--- src/rtl/lru_pr_pkg.sv ---
// LRU page replacement: shared types and constants.
// Word formats, controller states and fixed field widths; no dependencies.
`timescale 1ns / 1ps

package lru_pr_pkg;

  localparam int PAGE_W       = 16;
  localparam int FRAME_IDX_W  = 3;
  localparam int COUNT_W      = 16;
  localparam int CFG_W        = 4;
  localparam logic [CFG_W-1:0]   CFG_RESET = 4'd8;
  localparam logic [COUNT_W-1:0] FAULT_MAX = 16'hFFFF;

  typedef struct packed {
    logic [PAGE_W-1:0] page;
    logic              last_of_string;
  } in_word_t;

  typedef struct packed {
    logic                   hit;
    logic [FRAME_IDX_W-1:0] frame_index;
    logic                   evicted_valid;
    logic [PAGE_W-1:0]      evicted_page;
    logic [COUNT_W-1:0]     fault_count;
  } out_word_t;

  typedef enum logic [1:0] {
    ST_IDLE,
    ST_SCAN,
    ST_UPDATE
  } state_t;

endpackage

--- src/rtl/lru_page_replacement_top.sv ---
// LRU page replacement table, top level.
// Uses lru_pr_pkg and one lru_pr_ram holding the resident page of each frame.
//
//   channel  | ports                    | handshake
//   ---------+--------------------------+--------------------------------------
//   input    | start, busy, in_word     | word taken when start && !busy
//   result   | out_valid, out_word      | one-cycle strobe, cannot be stalled
//   config   | cfg_we, cfg_wdata        | frames_in_use written when cfg_we
//
// An accepted word reads the page RAM once per active frame, then passes through
// the update state, which registers its result.
// Reset: frames_in_use = 8, all frames empty, fault count zero; no clear pass.
// The result register frees the core, so the next word is taken in the
// cycle the previous result is shown.
`timescale 1ns / 1ps

module lru_page_replacement_top #(
  parameter int FRAME_COUNT = 8,
  parameter int PAGE_BITS   = 16
) (
  input  logic                          clk,
  input  logic                          rst_n,
  input  logic                          start,
  output logic                          busy,
  input  lru_pr_pkg::in_word_t          in_word,
  output logic                          out_valid,
  output lru_pr_pkg::out_word_t         out_word,
  input  logic                          cfg_we,
  input  logic [lru_pr_pkg::CFG_W-1:0]  cfg_wdata
);

  import lru_pr_pkg::*;

  localparam int FW = (FRAME_COUNT > 1) ? $clog2(FRAME_COUNT) : 1;
  localparam int RW = FW;
  localparam int CW = $clog2(FRAME_COUNT + 1);

  state_t state_r, state_nxt;

  logic [CFG_W-1:0]     frames_in_use_r;
  logic [CW-1:0]        n_act;
  logic [CW-1:0]        cnt_r;
  logic                 issue;
  logic                 chk_vld_r;
  logic [FW-1:0]        chk_idx_r;

  logic [PAGE_BITS-1:0] page_r;
  logic                 last_r;
  logic [PAGE_BITS-1:0] rd_page;

  logic                 hit_r, empty_r;
  logic [FW-1:0]        hit_idx_r, empty_idx_r, lru_idx_r;
  logic [RW-1:0]        lru_rank_r;
  logic [PAGE_BITS-1:0] lru_page_r;

  logic [FRAME_COUNT-1:0] valid_r, valid_nxt;
  logic [RW-1:0]          rank_r [FRAME_COUNT];
  logic [RW-1:0]          rank_nxt [FRAME_COUNT];
  logic [COUNT_W-1:0]     count_r, count_nxt;

  logic [FW-1:0]        sel;
  logic [RW:0]          older;
  logic                 accept;
  logic                 upd;
  logic                 ram_we;
  logic                 chk_valid, chk_match;
  logic [31:0]          sel_ext, ev_ext, pg_ext;

  out_word_t            out_word_r, out_word_nxt;
  logic                 out_valid_r;

  // active frame count: 0 acts as 1, above FRAME_COUNT clamps
  always_comb begin
    if (frames_in_use_r == '0) begin
      n_act = CW'(1);
    end else if (32'(frames_in_use_r) > FRAME_COUNT) begin
      n_act = CW'(FRAME_COUNT);
    end else begin
      n_act = CW'(frames_in_use_r);
    end
  end

  assign accept = start && (state_r == ST_IDLE);
  assign issue  = (state_r == ST_SCAN) && (cnt_r < n_act);
  assign upd    = (state_r == ST_UPDATE);
  assign pg_ext = 32'(in_word.page);

  // next state
  always_comb begin
    state_nxt = state_r;
    unique case (state_r)
      ST_IDLE:   if (accept) state_nxt = ST_SCAN;
      ST_SCAN:   if (!issue && !chk_vld_r) state_nxt = ST_UPDATE;
      ST_UPDATE: state_nxt = ST_IDLE;
      default:   state_nxt = ST_IDLE;
    endcase
  end

  // state outputs
  always_comb begin
    unique case (state_r)
      ST_IDLE: busy = 1'b0;
      default: busy = 1'b1;
    endcase
  end

  lru_pr_ram #(
    .WIDTH (PAGE_BITS),
    .DEPTH (FRAME_COUNT)
  ) u_page_ram (
    .clk   (clk),
    .we    (ram_we),
    .waddr (sel),
    .wdata (page_r),
    .raddr (cnt_r[FW-1:0]),
    .rdata (rd_page)
  );

  assign chk_valid = valid_r[chk_idx_r];
  assign chk_match = chk_valid && (rd_page == page_r);

  // frame choice and recency update
  always_comb begin
    if (hit_r) begin
      sel   = hit_idx_r;
      older = {1'b0, rank_r[hit_idx_r]};
    end else if (empty_r) begin
      sel   = empty_idx_r;
      older = (RW+1)'(FRAME_COUNT);
    end else begin
      sel   = lru_idx_r;
      older = {1'b0, lru_rank_r};
    end
  end

  assign ram_we = upd && !hit_r;

  always_comb begin
    valid_nxt = valid_r;
    rank_nxt  = rank_r;
    count_nxt = count_r;
    if (upd) begin
      for (int j = 0; j < FRAME_COUNT; j++) begin
        if ((FW'(j) != sel) && valid_r[j] && ({1'b0, rank_r[j]} < older)) begin
          rank_nxt[j] = rank_r[j] + RW'(1);
        end
      end
      rank_nxt[sel]  = '0;
      valid_nxt[sel] = 1'b1;
      if (!hit_r && (count_r != FAULT_MAX)) begin
        count_nxt = count_r + COUNT_W'(1);
      end
    end
  end

  assign sel_ext = 32'(sel);
  assign ev_ext  = 32'(lru_page_r);

  always_comb begin
    out_word_nxt.hit           = hit_r;
    out_word_nxt.frame_index   = sel_ext[FRAME_IDX_W-1:0];
    out_word_nxt.evicted_valid = !hit_r && !empty_r;
    out_word_nxt.evicted_page  = (!hit_r && !empty_r) ? ev_ext[PAGE_W-1:0] : '0;
    out_word_nxt.fault_count   = count_nxt;
  end

  // control state
  always_ff @(posedge clk) begin
    if (!rst_n) begin
      state_r         <= ST_IDLE;
      frames_in_use_r <= CFG_RESET;
      valid_r         <= '0;
      count_r         <= '0;
      out_valid_r     <= 1'b0;
      chk_vld_r       <= 1'b0;
      cnt_r           <= '0;
      for (int j = 0; j < FRAME_COUNT; j++) rank_r[j] <= '0;
    end else begin
      state_r     <= state_nxt;
      out_valid_r <= upd;
      chk_vld_r   <= issue;
      if (cfg_we) frames_in_use_r <= cfg_wdata;
      if (accept) begin
        cnt_r <= '0;
      end else if (issue) begin
        cnt_r <= cnt_r + CW'(1);
      end
      if (upd && last_r) begin
        valid_r <= '0;
        count_r <= '0;
        for (int j = 0; j < FRAME_COUNT; j++) rank_r[j] <= '0;
      end else begin
        valid_r <= valid_nxt;
        count_r <= count_nxt;
        rank_r  <= rank_nxt;
      end
    end
  end

  // scan results and payload
  always_ff @(posedge clk) begin
    chk_idx_r <= cnt_r[FW-1:0];
    if (upd) out_word_r <= out_word_nxt;
    if (accept) begin
      page_r  <= pg_ext[PAGE_BITS-1:0];
      last_r  <= in_word.last_of_string;
      hit_r   <= 1'b0;
      empty_r <= 1'b0;
    end else if (chk_vld_r) begin
      if (chk_match && !hit_r) begin
        hit_r     <= 1'b1;
        hit_idx_r <= chk_idx_r;
      end
      if (!chk_valid && !empty_r) begin
        empty_r     <= 1'b1;
        empty_idx_r <= chk_idx_r;
      end
      if ((chk_idx_r == '0) || (rank_r[chk_idx_r] > lru_rank_r)) begin
        lru_idx_r  <= chk_idx_r;
        lru_rank_r <= rank_r[chk_idx_r];
        lru_page_r <= rd_page;
      end
    end
  end

  assign out_valid = out_valid_r;
  assign out_word  = out_word_r;

  a_out_after_update: assert property (@(posedge clk) disable iff (!rst_n)
    out_valid |-> $past(state_r == ST_UPDATE))
    else $error("result strobe without update cycle");

  a_hit_no_evict: assert property (@(posedge clk) disable iff (!rst_n)
    (out_valid && out_word.hit) |-> !out_word.evicted_valid)
    else $error("hit reported an eviction");

  a_last_clears: assert property (@(posedge clk) disable iff (!rst_n)
    (upd && last_r) |=> (valid_r == '0) && (count_r == '0))
    else $error("table not cleared after last word");

  a_accept_scan: assert property (@(posedge clk) disable iff (!rst_n)
    (start && !busy) |=> (state_r == ST_SCAN) && (cnt_r == '0))
    else $error("accepted word did not start a scan");

endmodule

--- src/rtl/lru_pr_ram.sv ---
// Generic simple dual-port RAM: one write port, one read port, registered read.
// No dependencies.
`timescale 1ns / 1ps

module lru_pr_ram #(
  parameter int WIDTH = 16,
  parameter int DEPTH = 8
) (
  input  logic                                  clk,
  input  logic                                  we,
  input  logic [(DEPTH > 1 ? $clog2(DEPTH) : 1)-1:0] waddr,
  input  logic [WIDTH-1:0]                      wdata,
  input  logic [(DEPTH > 1 ? $clog2(DEPTH) : 1)-1:0] raddr,
  output logic [WIDTH-1:0]                      rdata
);

  logic [WIDTH-1:0] mem [DEPTH];

  always_ff @(posedge clk) begin
    if (we) begin
      mem[waddr] <= wdata;
    end
    rdata <= mem[raddr];
  end

endmodule

--- config.mk ---
export PLATFORM = sky130hd
export DESIGN_NAME = lru_page_replacement_top
export DESIGN_NICKNAME = d
export VERILOG_FILES = /design/src/rtl/lru_pr_pkg.sv /design/src/rtl/lru_page_replacement_top.sv /design/src/rtl/lru_pr_ram.sv
export SDC_FILE = /design/constraint.sdc
export NUM_CORES = 1
export LEC_CHECK = 0
export BUFFER_PORTS_ARGS = -buffer_cell sky130_fd_sc_hd__buf_4
export CORE_MARGIN = 2
export CORE_UTILIZATION = 30
export CTS_BUF_LIST = sky130_fd_sc_hd__clkbuf_4 sky130_fd_sc_hd__clkbuf_8 sky130_fd_sc_hd__clkbuf_16
export CTS_CLUSTER_DIAMETER = 50
export DETAILED_ROUTE_END_ITERATION = 12
export GPL_ROUTABILITY_DRIVEN = 0
export SETUP_SLACK_MARGIN = 0.4
export SLEW_MARGIN = 20
export SYNTH_ARGS = -nofsm -noshare
export SYNTH_HDL_FRONTEND = slang
export SYNTH_SLANG_ARGS = --single-unit
--- constraint.sdc ---
create_clock -name clk -period 10.4 [get_ports clk]
set_input_delay 1.04 -clock clk [delete_from_list [all_inputs] [get_ports clk]]
set_output_delay 1.04 -clock clk [all_outputs]
set_load 0.05 [all_outputs]
---- Word level (Yosys, flattened, before mapping) ----
Memory sizes are Yosys's and may differ from the RTL's. A register that Yosys moved wholly into a read port is not among the register bits.
Index checks and enable logic that the tools add are counted.
Widths: inputs -> output; s select.
operators by class
  $lt $le $gt $ge ......................... 18
  bitwise logic cells ..................... 8
  reductions and logical operators ........ 46
  eq/ne operators ......................... 13
  add/subtract/negate cells ............... 10
  mux-type cells .......................... 42
operator list
  cell                   count
  $mux 3                 23
  $lt 3x4->1             8
  $mux 16                2
  $logic_and 1x1->1      28
  $add 3x1->3 const B    8
  $and 24x24->24         1
  $not 24->24            1
  $bmux 3 s3             2
  $add 16x1->16 const B  1
  $eq 16x16->1           1
  $mux 4                 4
  $ne 16x16->1 const B   1
  $ge 4x4->1 const B     3
  $ne 3x3->1 const A     4
  $not 3->4              3
  $demux 3 s3            1
  $reduce_and 3->1       3
  $lt 3x4->1 const B     2
  $or 8x8->8             1
  $ne 2x3->1 const A     2
  $reduce_and 2->1       3
  $logic_not 1->1        5
  $mux 1                 5
  $add 4x1->4 const B    1
  other kinds (21)       24
storage, ports and cells
  input port bits ......................... 25
  register bits after elaboration ......... 147
  bits in writable memories ............... 128
  output and inout port bits .............. 39
  memories ................................ 1
  word-level logic and storage cells ...... 168
memories
  memory          words  bits a word  rd ports  clocked after Yosys merged registers in  write ports  line              RTL
  u_page_ram.mem  8      16           1         1                                        1            lru_pr_ram.sv:17  logic [WIDTH-1:0] mem [DEPTH];

---- Longest topological paths before layout ----
Gate-level depths: netlist (run 1).
  word-level depth ........................ 10
  gate-level depth with buffers ........... 12
  mapped depth without buffers ............ 10

---- By module ----
From an unflattened synthesis (run 1), not the netlist that was laid out.
second synthesis, totals
  cell total of the unflattened synthesis .. 826
  area, all modules ....................... 12,499.5 sq um
modules (own cells, without submodules)
  module                    times used  cells each  area each (sq um)  seq. area each (sq um)
  lru_page_replacement_top  1           612         7,205.7            3,763.6
  lru_pr_ram                1           214         5,293.8            4,164.0

---- Least setup slack after synthesis (run 1) ----
Ideal clock, no wire load.
  path type ............................... reg2reg
  start ................................... register chk_idx_r[0]
  end ..................................... register lru_idx_r[0], enable pin
  period minus slack after synthesis ...... 3.591 ns
  library setup time ...................... 0.401 ns
  data required time ...................... 9.999 ns
  buffers on the path ..................... 1
  path slack .............................. 6.809 ns
  cell stages (with the launch flop) ...... 10
  arrival ................................. 3.190 ns
  path through ............................ dfxtp_1 > clkbuf_1 > mux4_2 > mux2_2 > ha_1 > a21o_1 > a21oi_1 > a31oi_1 > nor2_1 > nor2_1
on the way
  longest elaborated chain between the ends .. 7
  elaborated cells on any way between the ends .. 8
  classes of those cells .................. 1 x order compare; 3 x mux; 1 x bitwise; 3 x reduce/logical
ends and longest elaborated chain
  element                                     line                             RTL
  from (decl)                                 lru_page_replacement_top.sv:45   logic [FW-1:0] chk_idx_r;
  from (signal assigned)                      lru_page_replacement_top.sv:202  chk_idx_r <= cnt_r[FW-1:0];
  $not 3->4 (implied by the code)             lru_page_replacement_top.sv:218  if ((chk_idx_r == '0) || (rank_r[chk_idx_r] > lru_rank_r)) begin
  $bmux 3 s3                                  lru_page_replacement_top.sv:218
  $mux 3 (implied by the code) (2 in series)  lru_page_replacement_top.sv:218
  $gt 3x3->1                                  lru_page_replacement_top.sv:218
  $logic_or 1x1->1 (*)                        lru_page_replacement_top.sv:218
  $reduce_and 3->1 (no line) (*)              -
  to (signal assigned)                        lru_page_replacement_top.sv:219  lru_idx_r <= chk_idx_r;
  to (decl)                                   lru_page_replacement_top.sv:52   logic [FW-1:0] hit_idx_r, empty_idx_r, lru_idx_r;
Mark *: on every way between the ends. The rest lies on a longest branch, timed or not. The select of a mux whose other input is x is not followed.
A chain may end at the register's enable or synchronous reset.

---- Final worst setup path (run 1) ----
  start ................................... register hit_idx_r[0]
  end ..................................... register rank_r[23] (netlist name)
on the way
  longest elaborated chain between the ends .. 10
  elaborated cells on any way between the ends .. 20
  classes of those cells .................. 3 x order compare; 9 x mux; 4 x bitwise; 4 x reduce/logical
ends and longest elaborated chain
  element                                     line                             RTL
  from (decl)                                 lru_page_replacement_top.sv:52
  from (signal assigned)                      lru_page_replacement_top.sv:212  hit_idx_r <= chk_idx_r;
  $not 3->4 (implied by the code)             lru_page_replacement_top.sv:126  older = {1'b0, rank_r[hit_idx_r]};
  $bmux 3 s3                                  lru_page_replacement_top.sv:126
  $mux 3 (implied by the code) (2 in series)  lru_page_replacement_top.sv:126
  $mux 4                                      lru_page_replacement_top.sv:124  if (hit_r) begin
  $lt 3x4->1                                  lru_page_replacement_top.sv:144  if ((FW'(j) != sel) && valid_r[j] && ({1'b0, rank_r[j]} < older)) begin
  $logic_and 1x1->1                           lru_page_replacement_top.sv:144
  $mux 3                                      lru_page_replacement_top.sv:144
  $mux 3                                      lru_page_replacement_top.sv:142  if (upd) begin
  $and 24x24->24 (no line) (*)                -
  to (signal assigned)                        lru_page_replacement_top.sv:195  rank_r <= rank_nxt;
  to (decl)                                   lru_page_replacement_top.sv:57   logic [RW-1:0] rank_r [FRAME_COUNT];
Marks and branches as above.

==> reports/summary.txt, run 1 <==
run status: complete, no violations
Final Max Slew Viols: 0
unrepaired setup endpoints after global routing: false
power density cells: 188 nW/um2
cell area after synthesis: 12,100 um2
critical path peak fanout: 8
drc violations: 0
Tcrit/Tclk final: 0.377
portion of synthesized cell area occupied by the leading cell type: 0.521
setup clock skew after layout: 34.4 ps
commonest cells after routing, fill and taps aside: 210 x edfxtp_1, 80 x dfxtp_1, 79 x buf_4
count of clock tree sinks: 291
cells resized by post-CTS repair: 0
FF+latch area: 7930 um2
number of enable flip-flop cells after synthesis: 210
sum of routed wire length over all layers: 26,200 um
number of cells produced by synthesis: 808
category of the worst setup path capture point: flop
max-slew headroom at the worst pin: 0.352
ys async rst share: 0
maximum root-to-sink buffer count: 3
clock-pin transition on the worst setup and hold timing paths: 60 ps
max-capacitance violation count: 0
Setup Viol. Count Final: 0
total via count after detailed routing: 7,070
Critical Path RT: 10,840 ps
share of layout cells above drive strength 1: 0.239
IO Pins: 64
height of the die: 205 um
crit path setup slack, layout: 6480 ps
Std-Cell Rows: 73
initial detailed-routing violation count: 482
pin count of the biggest net entering global routing: 51
average footprint of a synthesized cell: 15.0 um2
leakage power: 0.00497 uW
Total Routing Usage GR: 0.128
sequential share of the synthesized area: 0.655
die area: 42,000 um2
die width: 205 um
Floorplan Core Area: 39,700 um2
post-layout minimum cycle time: 3920 ps
remaining antenna violation count: 0
first-pass GRT wire length: 41,000 um
TritonCTS clock tree: built
aggregate global routing overflow: 0
input/output buffers: 63
number of global-route vias before repair: 7,131
layout filler cell count: 3,756
Max Clock Freq: 255 MHz
crit path kind: flop to flop
via-per-instance ratio: 4.91
CP startpoint kind: flop
number of hold buffers added after cts: 0
Worst Hold Class: flop to flop
final HPWL from detailed placement: 16,400 um
initial core utilization: 0.305
synthesis warning total: 0
syn nets: 865
count of cell types in the netlist: 57
Slew @ Worst Pin: 971 ps
clock latency on the worst-skew pair: 540 ps
setup repair bufs after CTS: 0
antenna diode count: 0
WP data arrival: 4360 ps
area of the multi-input gates: 3920 um2
final hold vios: 0
placement-stage worst setup slack: 6490 ps
final sum of negative setup slack: 0 ps
Routed wire per std cell: 18.2 um
post-synthesis cell type with the largest combined area: edfxtp_1
largest cells by area after synthesis: edfxtp_1 52%, dfxtp_1 13%, mux4_2 7.6%
synthesis-to-layout area growth: 19.1%
prevailing post-synth register cell: edfxtp_1
1st-pass router iterations: 5
initial antenna violation count: 0
H-tree levels: 2
worst voltage drop across the vdd grid: 148 uV
number of nets in the finished design: 945
number of flip-flops and latches in the synthesized netlist: 291
commonest non-fill, non-tap cell in the layout: edfxtp_1
clock root cell: clkbuf_16
clock buffers created by TritonCTS: 35
-- critical path: stages, from the launching register on --
cell       delay, ps
edfxtp_1         560
mux4_1           590
mux2_2           280
a22oi_1          650
ha_1             370
o21ai_0          240
nor2_1            70
nand3_1          120
o2111ai_1        240
or4_1            530
a31oi_1          180
-- per-layer routing --
metal  track usage  vias to the layer above  part of all wire
met1         0.163                     3544              0.43
li1              -                     3269                 -
met4        0.0481                        0             0.026
met5             0                        -                 0
met2         0.216                      204              0.49
met3        0.0247                       53             0.054
-- registers in the layout (all words and copies together), names as in the netlist, 8 cells and up --
signal,flops
count_r,16
lru_page_r,16
out_word,37
page_r,16
rank_r,24
u_page_ram.mem,128
u_page_ram.rdata,16
valid_r,8
-- cells in the mapped netlist, drive strengths merged, types with 5 or more instances --
library cell / n
buf: 11
a21oi: 13
mux2i: 10
nand4: 8
or3: 6
dfxtp: 81
a31oi: 21
nor4: 5
o211ai: 9
mux4: 45
ha: 32
nand2: 37
edfxtp: 210
o21a: 10
and2: 37
and3: 7
nor2: 39
nor3: 10
xor2: 19
a21o: 6
clkbuf: 25
or4: 6
nor2b: 5
o22ai: 5
mux2: 23
o21ai: 16
inv: 27
xnor2: 16
nand3: 35
-- per-stage QoR --
step / hold slack [ps] / power [uW] / cells / cell area, um2 / util
3_5_place_dp: 438 / 1500 / 1376 / 13200 / 0.332
5_1_grt: 454 / 2810 / 1440 / 14400 / 0.363
6_report: 441 / 2710 / 1440 / 14400 / 0.363
3_3_place_gp: 430 / 1500 / 1376 / 13200 / 0.332
4_1_cts: 430 / 2750 / 1440 / 14400 / 0.363
2_1_floorplan: 354 / 1440 / 808 / 12100 / -
-- final cells by class --
class | count | share of cell area
flip-flops and latches | 291 | 0.550
multi-input cells | 454 | 0.272
clock buffers | 48 | 0.0709
well taps | 525 | 0.0456
repair buffers | 79 | 0.0411
clock inverters | 16 | 0.0135
inverters | 27 | 0.00703
-- power breakdown --
part,leakage [uW],switching (uW),internal [uW]
combinational,0.00180,109,61.1
clock,0.000603,485,753
sequential,0.00257,26.0,1280
-- cell families (layout without fill, tap and decap cells) --
group / after synthesis / count (layout) / share of synthesized area
AND/OR/NAND/NOR: 208 / 208 / 0.0894
adder cells (fa/ha/maj): 32 / 32 / 0.0331
XOR/XNOR: 35 / 35 / 0.0253
buffers and inverters: 63 / 170 / 0.0222
multiplexers: 78 / 78 / 0.116
flip-flops: 291 / 291 / 0.655
AO/OA/AOI/OAI: 101 / 101 / 0.0590
-- path summary, 6_finish.rpt --
path	from	endpoint	slack, ps	cells past startpoint
max	hit_idx_r[0]	rank_r[23]	6480	10
min	u_page_ram.rdata[1]	lru_page_r[1]	440	0
max reg2reg	hit_idx_r[0]	rank_r[23]	6480	10
min reg2reg	u_page_ram.rdata[1]	lru_page_r[1]	440	0
Power figures use the tool's default switching activity.
==> run 2, diff against run 1 <==
- clock period: 10.4 -> 3.17 ns (I/O delays scaled with it)
==> run 2 against run 1 <==
Effect of this change: fmax increased by 25%; non-clock buffer count up 77; sequential cell count stayed put; power rose to 3.3 times the previous value; core utilization is 2.3 points higher; critical path type unchanged; setup slack got worse by 6400 ps.
==> reports/summary.txt, run 2 (synthesis results as in run 1) <==
flip-flop count of the largest register, all copies and words added: 128 (unchanged)
final HPWL from detailed placement: 17,700 um (+7.9%)
commonest cells after routing, fill and taps aside: 210 x edfxtp_1, 126 x buf_4, 79 x dfxtp_1
aggregate global routing overflow: 0 (unchanged)
sum of routed wire length over all layers: 28,100 um (+7.3%)
clock root cell: clkbuf_16
unrepaired setup endpoints after global routing: true
layout filler cell count: 3,648 (-2.9%)
Setup Viol. Count Final: 0 (unchanged)
clock buffers created by TritonCTS: 35 (unchanged)
clock share of power: 0.444 (-0.012)
number of nets in the finished design: 1,022 (+8.1%)
Tcrit/Tclk final: 0.986 (+0.609)
number of global-route vias before repair: 7,416 (+4.0%)
height of the die: 205 um (unchanged)
total via count after detailed routing: 7,316 (+3.5%)
drc violations: 0 (unchanged)
Std-Cell Rows: 73 (unchanged)
internal portion of total power: 6830 uW (+230%)
H-tree levels: 2 (unchanged)
Worst Hold Class: input port to flop
die area: 42,000 um2 (unchanged)
initial core utilization: 0.305 (unchanged)
CP startpoint kind: flop
critical path peak fanout: 6 (-2)
input/output buffers: 63 (unchanged)
first-pass GRT wire length: 42,900 um (+4.4%)
pin count of the biggest net entering global routing: 39 (-24%)
final hold vios: 0 (unchanged)
logic gate share of total power: 0.075 (+0.012)
post-layout minimum cycle time: 3120 ps (-795 ps)
maximum root-to-sink buffer count: 3 (unchanged)
Total Routing Usage GR: 0.134 (+0.00539)
sequential power share: 0.481 (about the same)
Floorplan Core Area: 39,700 um2 (unchanged)
setup clock skew after layout: 34.1 ps (-0.300 ps)
run status: complete, no violations
via-per-instance ratio: 4.82 (-1.8%)
initial detailed-routing violation count: 455 (-5.6%)
initial antenna violation count: 0 (unchanged)
Max Clock Freq: 320 MHz (+25%)
clock-pin transition on the worst setup and hold timing paths: 60 ps (about the same)
Critical Path RT: 3580 ps (-7260 ps)
share of layout cells above drive strength 1: 0.327 (+0.0873)
switching share of total power: 0.235 (+0.00653)
Final Max Slew Viols: 0 (unchanged)
crit path kind: flop to flop
number of cells after detailed placement: 1,420 (+3.2%)
master of the slowest instance on the critical path: mux4_2
cell-by-cell trace of the critical path: buf_6 -> mux4_2 -> mux2_4 -> a22oi_2 -> buf_4 -> buf_6 -> buf_6 -> ha_4 -> a21o_1 -> a21oi_2 -> o21ai_2 -> a31oi_4 -> a21oi_2 -> a311o_1
commonest non-fill, non-tap cell in the layout: edfxtp_1
Routed wire per std cell: 18.5 um (+1.8%)
largest register by flop count: u_page_ram.mem
IO Pins: 64 (unchanged)
power density cells: 581 nW/um2 (+210%)
Sw Pwr: 2100 uW (+240%)
remaining antenna violation count: 0 (unchanged)
TritonCTS clock tree: built
worst voltage drop across the vdd grid: 300 uV (+100%)
leakage power: 0.00534 uW (+7.4%)
final sum of negative setup slack: 0 ps (unchanged)
Slew @ Worst Pin: 596 ps (-375 ps)
1st-pass router iterations: 4 (-1)
category of the worst setup path capture point: flop
final-layout worst hold slack: 30.0 ps (-411 ps)
FF+latch area: 7930 um2 (about the same)
max-slew headroom at the worst pin: 0.603 (+0.251)
final non-filler cell total: 1,517 (+5.3%)
synthesis-to-layout area growth: 26.8%
largest incremental delay on the critical path: 500 ps (-150 ps)
max-capacitance violation count: 0 (unchanged)
clock latency on the worst-skew pair: 540 ps (about the same)
WP data arrival: 3530 ps (-830 ps)
cell repeated most along the worst path: buf_6
die width: 205 um (unchanged)
area of the multi-input gates: 4200 um2 (+7.3%)
antenna diode count: 0 (unchanged)
count of clock tree sinks: 291 (unchanged)
==> run 2: cell types whose count changed in the layout (fill, tap and decap cells not counted), moves of 7 or more <==
cell / before / now
buf_4: 79 / 126
buf_6: 0 / 12
nor2_2: 2 / 9
o21ai_0: 15 / 7
nor2_1: 37 / 29
dlygate4sd3_1: 0 / 17
ha_1: 32 / 24
ha_4: 0 / 8
==> run 2: path summary, 6_finish.rpt <==
kind | from | to | slack [ps] | depth (start not counted)
worst max-delay path | hit_idx_r[0] | rank_r[5] | 50 | 14
worst min-delay path | cfg_wdata[3] | frames_in_use_r[3] | 30 | 3
worst max register to register | hit_idx_r[0] | rank_r[5] | 50 | 14
worst min register to register | u_page_ram.rdata[6] | lru_page_r[6] | 450 | 0
==> run 2: area by class of cell <==
class / count / share of cell area
Timing Repair Buffer: 156 / 0.0828
Clock inverter: 18 / 0.0117
Multi-Input combinational cell: 454 / 0.274
Sequential cell: 291 / 0.517
Clock buffer: 46 / 0.0653
Inverter: 27 / 0.00660
Tap cell: 525 / 0.0428
==> run 2: repair_timing <==
item                       4_1_cts  5_1_grt
pin swaps                       36       25
hold endpoints to repair        17        0
resized for setup               21       24
setup endpoints to repair       44       44
hold buffers                    17        0
gates cloned                     0        0
setup buffers                   12        4
==> run 2: worst max-delay path, delay by kind of cell (launching register included) <==
kind                     cells  cell delay (ps)
multiplexers                 2              770
buffers and inverters        4              520
AO/OA/AOI/OAI                7             1170
adder cells (fa/ha/maj)      1              180
flip-flops                   1              350
==> run 2: power groups by stage <==
stage	Clock [uW]	Sequential, uW	Combinational [uW]
floorplan	0	4390	350
global placement	0	4370	598
detailed placement	0	4370	604
CTS	4090	4290	650
global route	4220	4300	727
finish	3960	4290	672
==> run 2: stage by stage <==
| stage | total power, uW | setup WS (ps) | area [um2] | utilization |
|---|---|---|---|---|
| 3_3_place_gp | 4960 | 80.6 | 13600 | 0.343 |
| 5_1_grt | 9250 | -119 | 15300 | 0.386 |
| 4_1_cts | 9030 | 125 | 15200 | 0.382 |
| 6_report | 8920 | 45.5 | 15300 | 0.386 |
| 2_1_floorplan | 4740 | 167 | 12200 | - |
| 3_5_place_dp | 4980 | 26.0 | 13600 | 0.343 |
==> run 2: metal layers <==
metal | GRT usage | share of wire
met3 | 0.0256 | 0.048
met5 | 0 | 0
met1 | 0.175 | 0.45
met2 | 0.224 | 0.48
met4 | 0.0417 | 0.021
